==> src/rtl/fcrc_pkg.sv <==
package fcrc_pkg;

    // CRC-16 generator polynomial, bits fed LSB first, no reflection of the result
    localparam logic [15:0] CRC_POLY = 16'h8005;

    // Smallest legal count byte: the count itself plus two CRC bytes
    localparam logic [7:0] MIN_COUNT = 8'd3;

    typedef struct packed {
        logic       cmd;
        logic [7:0] data_byte;
    } in_word_t;

    typedef struct packed {
        logic [7:0] out_byte;
        logic       is_crc_byte;
        logic       frame_end;
        logic       crc_ok;
        logic       length_error;
    } out_word_t;

    // Frame tracking state carried from word to word
    typedef struct packed {
        logic [15:0] crc_value;
        logic [7:0]  frame_length;
        logic [7:0]  byte_index;
        logic        in_frame;
        logic        check_mode;
        logic        low_match;
    } frame_state_t;

    // Generated CRC bytes still to be sent after the last covered word
    typedef enum logic [1:0] {
        TAIL_NONE,
        TAIL_LOW,
        TAIL_HIGH
    } tail_state_t;

    // Eight-bit CRC update, one data bit per step, LSB first
    function automatic logic [15:0] crc_feed(input logic [15:0] crc_in,
                                             input logic [7:0]  data_in);
        logic [15:0] c;
        c = crc_in;
        for (int k = 0; k < 8; k++)
        begin
            if (data_in[k] ^ c[15])
            begin
                c = {c[14:0], 1'b0} ^ CRC_POLY;
            end
            else
            begin
                c = {c[14:0], 1'b0};
            end
        end
        return c;
    endfunction

endpackage

==> src/rtl/fcrc_step.sv <==
module fcrc_step
    import fcrc_pkg::*;
(
    input  frame_state_t st,
    input  in_word_t     word,
    output frame_state_t st_next,
    output out_word_t    res,
    output logic         tail_start
);

    frame_state_t base;
    logic [8:0]   idx_ext;
    logic [8:0]   len_ext;
    logic         short_count;

    // Count byte opens a new frame; a short count is flagged and leaves state alone
    always_comb
    begin
        short_count = 1'b0;
        base        = st;
        if (!st.in_frame)
        begin
            if (word.data_byte < MIN_COUNT)
            begin
                short_count = 1'b1;
            end
            else
            begin
                base.crc_value    = '0;
                base.frame_length = word.data_byte;
                base.byte_index   = '0;
                base.in_frame     = 1'b1;
                base.check_mode   = word.cmd;
                base.low_match    = 1'b0;
            end
        end
    end

    assign idx_ext = {1'b0, base.byte_index};
    assign len_ext = {1'b0, base.frame_length};

    // Classify the word: short count, covered, received CRC low, or received CRC high
    always_comb
    begin
        st_next          = base;
        res.out_byte     = word.data_byte;
        res.is_crc_byte  = 1'b0;
        res.frame_end    = 1'b0;
        res.crc_ok       = 1'b0;
        res.length_error = 1'b0;
        tail_start       = 1'b0;
        if (short_count)
        begin
            st_next          = st;
            res.frame_end    = 1'b1;
            res.length_error = 1'b1;
        end
        else
        begin
            st_next.byte_index = base.byte_index + 8'd1;
            if (idx_ext + 9'd2 < len_ext)
            begin
                st_next.crc_value = crc_feed(base.crc_value, word.data_byte);
                if (!base.check_mode && (idx_ext + 9'd3 == len_ext))
                begin
                    tail_start       = 1'b1;
                    st_next.in_frame = 1'b0;
                end
            end
            else if (idx_ext + 9'd2 == len_ext)
            begin
                st_next.low_match = (word.data_byte == base.crc_value[7:0]);
            end
            else
            begin
                res.frame_end    = 1'b1;
                res.crc_ok       = base.low_match &&
                                   (word.data_byte == base.crc_value[15:8]);
                st_next.in_frame = 1'b0;
            end
        end
    end

endmodule

==> src/rtl/framed_crc16_generate_check.sv <==
// Byte-serial CRC-16 framer and checker (poly 0x8005, init 0, LSB first, not
// reflected). The first byte of each frame is a count N covering the whole frame
// including the two CRC bytes; cmd on that byte picks generate (0) or check (1).
// Each accepted word is loaded as its echo into the output register, and a
// word is taken every cycle while the output side keeps up and no CRC tail is
// pending. In generate mode the last covered byte is followed by the CRC low and
// high bytes: these are sent in turn from the held CRC register, during which
// in_ready is low. A count below 3 is echoed with length_error and frame_end set
// and the block waits for the next count byte.
// In check mode the final word carries frame_end and crc_ok.
module framed_crc16_generate_check
    import fcrc_pkg::*;
(
    input  logic      clk,
    input  logic      rst_n,
    input  logic      in_valid,
    output logic      in_ready,
    input  in_word_t  in_word,
    output logic      out_valid,
    input  logic      out_ready,
    output out_word_t out_word
);

    frame_state_t state_reg, state_next;
    frame_state_t step_state;
    out_word_t    step_res;
    logic         step_tail;

    tail_state_t  tail_reg, tail_next;
    logic         out_valid_reg, out_valid_next;
    out_word_t    out_word_reg, out_word_next;

    logic         slot_free;
    logic         accept;
    logic         tail_emit;

    fcrc_step u_step (
        .st         (state_reg),
        .word       (in_word),
        .st_next    (step_state),
        .res        (step_res),
        .tail_start (step_tail)
    );

    // Handshake
    assign slot_free = !out_valid_reg || out_ready;
    assign in_ready  = slot_free && (tail_reg == TAIL_NONE);
    assign accept    = in_valid && in_ready;
    assign tail_emit = slot_free && (tail_reg != TAIL_NONE);

    // Tail sequencer: next state
    always_comb
    begin
        tail_next = tail_reg;
        unique case (tail_reg)
            TAIL_NONE:
            begin
                if (accept && step_tail)
                begin
                    tail_next = TAIL_LOW;
                end
            end
            TAIL_LOW:
            begin
                if (slot_free)
                begin
                    tail_next = TAIL_HIGH;
                end
            end
            TAIL_HIGH:
            begin
                if (slot_free)
                begin
                    tail_next = TAIL_NONE;
                end
            end
            default:
            begin
                tail_next = TAIL_NONE;
            end
        endcase
    end

    // Output register load: echo word, or a generated CRC byte
    always_comb
    begin
        out_word_next              = out_word_reg;
        out_word_next.is_crc_byte  = out_word_reg.is_crc_byte;
        out_valid_next             = out_valid_reg && !out_ready;
        if (accept)
        begin
            out_word_next  = step_res;
            out_valid_next = 1'b1;
        end
        else if (tail_emit)
        begin
            out_word_next.is_crc_byte  = 1'b1;
            out_word_next.crc_ok       = 1'b0;
            out_word_next.length_error = 1'b0;
            out_valid_next             = 1'b1;
            unique case (tail_reg)
                TAIL_LOW:
                begin
                    out_word_next.out_byte  = state_reg.crc_value[7:0];
                    out_word_next.frame_end = 1'b0;
                end
                TAIL_HIGH:
                begin
                    out_word_next.out_byte  = state_reg.crc_value[15:8];
                    out_word_next.frame_end = 1'b1;
                end
                default:
                begin
                    out_word_next = out_word_reg;
                end
            endcase
        end
    end

    assign state_next = accept ? step_state : state_reg;

    // Control registers
    always_ff @(posedge clk or negedge rst_n)
    begin
        if (!rst_n)
        begin
            state_reg     <= '0;
            tail_reg      <= TAIL_NONE;
            out_valid_reg <= 1'b0;
        end
        else
        begin
            state_reg     <= state_next;
            tail_reg      <= tail_next;
            out_valid_reg <= out_valid_next;
        end
    end

    // Result payload
    always_ff @(posedge clk)
    begin
        out_word_reg <= out_word_next;
    end

    assign out_valid = out_valid_reg;
    assign out_word  = out_word_reg;

`ifndef ASSERT_OFF
    // A generated low CRC byte taken is followed straight away by the high byte
    a_crc_pair: assert property (@(posedge clk) disable iff (!rst_n)
        (out_valid && out_ready && out_word.is_crc_byte && !out_word.frame_end)
        |=> (out_valid && out_word.is_crc_byte && out_word.frame_end))
        else $error("CRC high byte did not follow low byte");

    // crc_ok only on a received frame end
    a_ok_at_end: assert property (@(posedge clk) disable iff (!rst_n)
        (out_valid && out_word.crc_ok) |-> (out_word.frame_end && !out_word.is_crc_byte))
        else $error("crc_ok outside a check-mode frame end");

    // A short count always closes the frame
    a_lerr_end: assert property (@(posedge clk) disable iff (!rst_n)
        (out_valid && out_word.length_error) |-> (out_word.frame_end && !out_word.is_crc_byte))
        else $error("length_error without frame_end");

    // While CRC bytes are pending the frame is already closed
    a_tail_closed: assert property (@(posedge clk) disable iff (!rst_n)
        (tail_reg != TAIL_NONE) |-> !state_reg.in_frame)
        else $error("CRC tail pending inside an open frame");
`endif

endmodule
==> config.mk <==
export PLATFORM = sky130hd
export DESIGN_NAME = framed_crc16_generate_check
export DESIGN_NICKNAME = d
export VERILOG_FILES = /design/src/rtl/fcrc_pkg.sv /design/src/rtl/fcrc_step.sv /design/src/rtl/framed_crc16_generate_check.sv
export SDC_FILE = /design/constraint.sdc
export NUM_CORES = 1
export LEC_CHECK = 0
export BUFFER_PORTS_ARGS = -buffer_cell sky130_fd_sc_hd__clkbuf_2
export CAP_MARGIN = 20
export CORE_ASPECT_RATIO = 0.7
export CORE_UTILIZATION = 55
export CTS_CLUSTER_DIAMETER = 60
export DETAILED_ROUTE_END_ITERATION = 8
export GPL_TIMING_DRIVEN = 0
export PLACE_DENSITY = 0.76
export SYNTH_ARGS = -nofsm -noshare
export SYNTH_HDL_FRONTEND = slang
export SYNTH_SLANG_ARGS = --single-unit
==> constraint.sdc <==
create_clock -name clk -period 3.4 [get_ports clk]
set_clock_uncertainty 0.05 [all_clocks]
set_input_delay 0.17 -clock clk [delete_from_list [all_inputs] [get_ports clk]]
set_output_delay 0.17 -clock clk [all_outputs]
set_load 0.01 [all_outputs]
=== After elaboration in Yosys (flattened, before gate mapping) ===
Index checks and enable logic that the tools add are counted.

* Flip-flop bits (word level): 50
* Memory bits (read-only): 0
* Memories: 0
* Logic and storage cells: 118
* Input bits: 13
* Bits in writable memories: 0
* Output and inout port bits: 14
* Latch bits: 0

* Shifts and indexed selects: 0
* Eq/ne operators: 9
* Mux-type cells: 52
* Divide/modulo/power cells: 0
* Bitwise operators: 17
* Multipliers: 0
* Add/sub/neg operators: 3
* Reductions and logical operators: 22
* Order comparisons: 2

{| class="wikitable"
|+ Operators with widths
! kind !! count
|-
| 2-to-1 mux 16 bit || 23
|-
| 2-to-1 mux 35 bit || 2
|-
| 2-to-1 mux 12 bit || 2
|-
| inverter 3 bit || 8
|-
| adder 8 x 2 -> 9 bit (second input constant) || 2
|-
| equality test 9 x 8 -> 1 bit || 2
|-
| equality test 8 bit || 2
|-
| 2-to-1 mux 1 bit || 16
|-
| one-hot mux 8 bit (2 select lines) || 1
|-
| 2-to-1 mux 2 bit || 6
|-
| less-than comparator 9 x 8 -> 1 bit || 1
|-
| adder 8 x 1 -> 8 bit (second input constant) || 1
|-
| less-than comparator 8 x 2 -> 1 bit (second input constant) || 1
|-
| AND reduction 2 bit || 4
|-
| XOR 1 bit || 8
|-
| logical AND 1 bit || 7
|-
| one-hot mux 2 bit (3 select lines) || 1
|-
| nonzero test 2 bit || 3
|-
| inequality test 2 bit (second input constant) || 2
|-
| logical NOT 1 bit || 3
|-
| AND reduction 3 bit || 1
|-
| nonzero test 3 bit || 1
|-
| equality test 2 x 1 -> 1 bit (second input constant) || 1
|-
| equality test 2 bit (second input constant) || 1
|-
| 6 further kinds || 6
|}

=== Depth between registers and ports, before layout ===
* Depth in word-level cells: 34
* Mapped depth: 17
* Depth with buffers taken out: 12

=== Hierarchy ===
From an unflattened synthesis, not the netlist that was laid out.

* Cell total of the unflattened synthesis: 440
* Area total of the unflattened synthesis: 4,396.7 µm²

{| class="wikitable"
|+ By module, submodules not included
! module !! seq. area each (µm²) !! cells an instance !! area each (µm²) !! instances
|-
| framed_crc16_generate_check || 1,311.3 || 139 || 2,357.3 || 1
|-
| fcrc_step || 0.0 || 301 || 2,039.5 || 1
|}

=== Least setup slack after synthesis ===
Ideal clock, no wire load.

* Path kind: in2reg
* Start: input port in_word[6] in the netlist's numbering
* End: register tail_reg[1]
* Path buffers: 4
* Setup time: 0.126 ns
* Arrival time: 3.516 ns
* Required time: 3.224 ns
* Setup slack: -0.292 ns
* Stages on the path: 14
* Cells stage by stage: buf_6 nor4_4 a21o_2 buf_2 buf_2 clkbuf_1 nand2_1 ha_1 or4_1 mux2i_1 nor3_1 or4_4 o21ba_1 o32a_1

* Longest elaborated chain between the ends: 12
* Elaborated cells between the ends (all ways): 17

{| class="wikitable"
|+ RTL lines
! element !! line !! RTL
|-
| start: declaration || framed_crc16_generate_check.sv:18 || <nowiki>input in_word_t in_word,</nowiki>
|-
| parallel branches: the longest is 8 deep, another holds adder 8 x 2 -> 9 bit || -- ||
|-
| 2-to-1 mux 1 bit (*) || fcrc_step.sv:52 || <nowiki>if (short_count)</nowiki>
|-
| logical AND 1 bit (*) || framed_crc16_generate_check.sv:58 || <nowiki>if (accept && step_tail)</nowiki>
|-
| inequality test 2 x 1 -> 1 bit (no line) (*) || -- ||
|-
| AND reduction 3 bit (no line) (*) || -- ||
|-
| end signal: assignment || framed_crc16_generate_check.sv:134 || <nowiki>tail_reg <= tail_next;</nowiki>
|-
| end: declaration || framed_crc16_generate_check.sv:29 || <nowiki>tail_state_t tail_reg, tail_next;</nowiki>
|}

Every way passes the cells marked *.
A chain may end at the register's enable or synchronous reset.

=== Final worst setup path ===
* Start: register state_reg[2] in the netlist's numbering
* End: register state_reg[25] in the netlist's numbering

* Longest elaborated chain between the ends: 28
* Elaborated cells between the ends (all ways): 37

{| class="wikitable"
|+ RTL lines
! element !! line !! RTL
|-
| start: declaration || framed_crc16_generate_check.sv:24 || <nowiki>frame_state_t state_reg, state_next;</nowiki>
|-
| start signal: assignment || framed_crc16_generate_check.sv:133 || <nowiki>state_reg <= state_next;</nowiki>
|-
| 2-to-1 mux 35 bit || fcrc_step.sv:21 || <nowiki>if (!st.in_frame)</nowiki>
|-
| XOR 1 bit or inverter 3 bit (tied branches) || -- ||
|-
| 2-to-1 mux 16 bit || fcrc_pkg.sv:46 || <nowiki>if (data_in[k] ^ c[15])</nowiki>
|-
| 2-to-1 mux 16 bit || fcrc_step.sv:61 || <nowiki>if (idx_ext + 9'd2 < len_ext)</nowiki>
|-
| 2-to-1 mux 16 bit || fcrc_step.sv:52 ||
|-
| XOR 1 bit || fcrc_pkg.sv:46 ||
|-
| 2-to-1 mux 16 bit || fcrc_pkg.sv:46 ||
|-
| 2-to-1 mux 16 bit || fcrc_step.sv:61 ||
|-
| (+12 left out) || -- ||
|-
| 2-to-1 mux 16 bit || fcrc_pkg.sv:46 ||
|-
| 2-to-1 mux 16 bit || fcrc_step.sv:61 ||
|-
| 2-to-1 mux 16 bit || fcrc_step.sv:52 ||
|-
| 2-to-1 mux 16 bit || fcrc_pkg.sv:46 ||
|-
| 2-to-1 mux 16 bit || fcrc_step.sv:61 ||
|-
| 2-to-1 mux 16 bit || fcrc_step.sv:52 ||
|-
| 2-to-1 mux 16 bit || fcrc_pkg.sv:46 ||
|-
| 2-to-1 mux 16 bit || fcrc_step.sv:61 ||
|}

Several ways; a longest one is shown, not always the timed one. The select of a mux whose other input is x is not followed.

==> results_dict.tcl <==
set metrics [dict create \
    status "completed" \
    port_buffers 23 \
    hold_start "in_valid" \
    relSlewSlack_pct 49.24 \
    dpl.hpwl_um 7829 \
    synth-compound-area-share_pct 19.82 \
    final_nets 506 \
    async_flop_share_pct 76.00 \
    tightest_slew_ns 0.7615 \
    wl_met3_um 1169 \
    p_leak_nw 1.901 \
    r2r_end "state_reg[25]$_DFFE_PN0P_" \
    fin_ws_ns 0.06594 \
    via_per_inst 6.247 \
    final_common_cell "nand2_1" \
    hold_viol 0 \
    core-area_mm2 0.006426 \
    r2r-start "state_reg[2]$_DFFE_PN0P_" \
    dr.pass1.iters 5 \
    yosys.area_share.simple_pct 20.25 \
    drc_errors 0 \
    ios 27 \
    htree_num_levels 2 \
    worstPathRequired_ns 3.56 \
    cts_root_buf "clkbuf_8" \
    wl_met1_um 5294 \
    top_layer "met4" \
    final_antenna_net_count 0 \
    cap_violations 0 \
    synth_seq_area_share_pct 34.59 \
    arrival_ns 3.50 \
    maxSlewViolCount 0 \
    synthAdderAreaFrac_pct 4.656 \
    finalWirelength_um 11210 \
    whs_path_depth 2 \
    syn_avg_cell_area_um2 8.750 \
    reg2reg_slack_ns 0.07 \
    syn_inst 430 \
    routedWlPerCell_um 19.63 \
    fin_crit_ns 3.334 \
    antennaDiodeCount 0 \
    die_area_mm2 0.007181 \
    largest_reg_flops 35 \
    finalCritPeriodShare_pct 98.06 \
    dp_slack_ns -0.7599 \
    cts_tree "done" \
    holdPathEnd "out_valid$_DFF_PN0_" \
    crit_type "register to register" \
    syn-num-nets 457 \
    yosys_warnings 0 \
    power.density_mw_per_mm2 1051 \
    clkLatencyLatePin_ns 0.32 \
    synthFlopType "dfrtp_1" \
    fp.dieW_um 100.9 \
    drive_above_1_share_pct 17.71 \
    vias 3567 \
    cp_max_fo 10 \
    dieHeight_um 71.20 \
    antenna_found_initial 0 \
    max-vdd-ir-drop_mv 0.6428 \
    drtIter0Drc 329 \
    setup_violations 0 \
    cts_made_buffers 5 \
    grt_pass1_wl_um 17750 \
    dr_wl_met2_um 4654 \
    setup_tns_ns 0 \
    fillers 529 \
    syn_area_mm2 0.003762 \
    synth_top_family_by_area "simple AND/OR/NAND/NOR gates" \
    synth_xor_area_share_pct 12.17 \
    endpoint_kind "register" \
    critPathLaunchType "register" \
    grt-ovfl-total 0 \
    synth-edff-count 11 \
    rr_worst_depth 14 \
    ys_types 66 \
    grt_pass1_vias 3398 \
    synth.mux.area_fraction_pct 3.226 \
    clk_pin_slew_ns 0.10 \
    area_growth_pct 16.03 \
    clock_sinks 50 \
    synth_seq_cells 50 \
    fmax_mhz 299.9 \
    grt_util_all_layers_pct 32.85 \
    cts.path.max_buffers 2 \
    final_cell_mix "nand2_1 (58), nor2_1 (39), dfrtp_1 (38)" \
    hold_path.class "input port to register" \
    grt_max_degree 39 \
    placementRows 24 \
    start_util_pct 58.55 \
    place_congestion 0.9732 \
]
## final cells by class
class | count | area (um^2) | share of cell area (%)
inverters | 11 | 42.54 | 0.9745
clock inverters | 1 | 7.507 | 0.1720
clock buffers | 7 | 76.32 | 1.748
plain buffers | 33 | 190.2 | 4.357
multi-input cells | 334 | 2338 | 53.57
well taps | 91 | 113.9 | 2.608
flip-flops and latches | 50 | 1301 | 29.81
repair buffers | 44 | 295.3 | 6.764
## synthesized netlist by cell type (all sizes together), types with 4 or more instances
library cell / count / share of area, %
nand2: 60 / 6.2
nor2: 40 / 4.0
dfrtp: 38 / 25
xnor2: 31 / 7.2
o21ai: 28 / 3.7
clkbuf: 19 / 1.9
a22o: 16 / 3.7
buf: 16 / 2.3
xor2: 16 / 3.7
a21oi: 15 / 2.1
ha: 14 / 4.7
edfxtp: 11 / 8.8
mux2i: 11 / 2.9
inv: 10 / 1.0
and3: 7 / 1.2
a31oi: 6 / 1.0
nand4: 6 / 1.0
nor2b: 6 / 1.0
nor4bb: 6 / 1.6
nor3: 5 / 0.67
a22oi: 4 / 0.80
nand2b: 4 / 0.67
o32ai: 4 / 0.93
## logic make-up (layout without fill, tap and decap cells)
kind of cell | count (synthesis) | after routing
AND/OR/NAND/NOR | 154 | 154
AO/OA/AOI/OAI | 105 | 105
flip-flops | 50 | 50
XOR/XNOR | 49 | 49
buffers and inverters | 46 | 96
adder cells (fa/ha/maj) | 14 | 14
multiplexers | 12 | 12
## metal layers
layer	track usage, %	up-vias
met5	0	-
met4	6.119	0
met3	4.842	20
met1	51.10	1705
li1	-	1619
met2	48.55	223
## worst max path at each step
stage	slack, ns	depth (start not counted)	start	end
floorplan	0.01	14	in_word[5]	tail_reg[1]$_DFFE_PN0P_
global placement	-0.79	14	state_reg[2]$_DFFE_PN0P_	state_reg[30]$_DFFE_PN0P_
detailed placement	-0.76	14	state_reg[2]$_DFFE_PN0P_	state_reg[29]$_DFFE_PN0P_
CTS	0.01	14	state_reg[2]$_DFFE_PN0P_	state_reg[29]$_DFFE_PN0P_
global route	-0.04	14	state_reg[2]$_DFFE_PN0P_	state_reg[25]$_DFFE_PN0P_
finish	0.07	14	state_reg[2]$_DFFE_PN0P_	state_reg[25]$_DFFE_PN0P_
## critical path, cell delays in order (launching register included)
cell and delay, ns:
dfrtp_1 0.38, buf_6 0.14, a21oi_4 0.17, buf_4 0.22, buf_4 0.22, nor2_1 0.07
ha_1 0.31, a211o_1 0.30, a21oi_1 0.15, a31oi_2 0.12, a211o_1 0.35, o21ai_2 0.16
nand2_2 0.16, buf_6 0.19, a22o_1 0.23
## power breakdown
group          leakage [nW]  switching, mW  total (mW)  internal (mW)
registers             0.585          0.214        1.09          0.874
clock network        0.0385          0.214       0.361          0.146
logic                  1.28           1.69        3.14           1.45
total                  1.90           2.12        4.59           2.47
## metrics by stage
step | power [mW] | area [um^2] | hold slack (ns) | util [%] | instances
after floorplan | 3.129 | 3786 | -0.1756 | - | 430
after global placement | 3.703 | 4015 | 0.3392 | 62.48 | 544
after detailed placement | 3.785 | 4023 | 0.3412 | 62.60 | 545
after CTS | 4.277 | 4219 | 0.02832 | 65.65 | 560
after global routing | 4.889 | 4365 | 0.03501 | 67.93 | 571
final | 4.588 | 4365 | 0.02385 | 67.93 | 571
## timing repair
action | CTS | global route
hold buffers | 1 | 0
endpoints found under the hold margin | 3 | 0
pin swaps | 7 | 9
gates resized for setup | 18 | 14
cloned | 0 | 1
setup endpoints to repair | 22 | 20
setup buffers | 7 | 10
(Power assumes the default switching activity.)
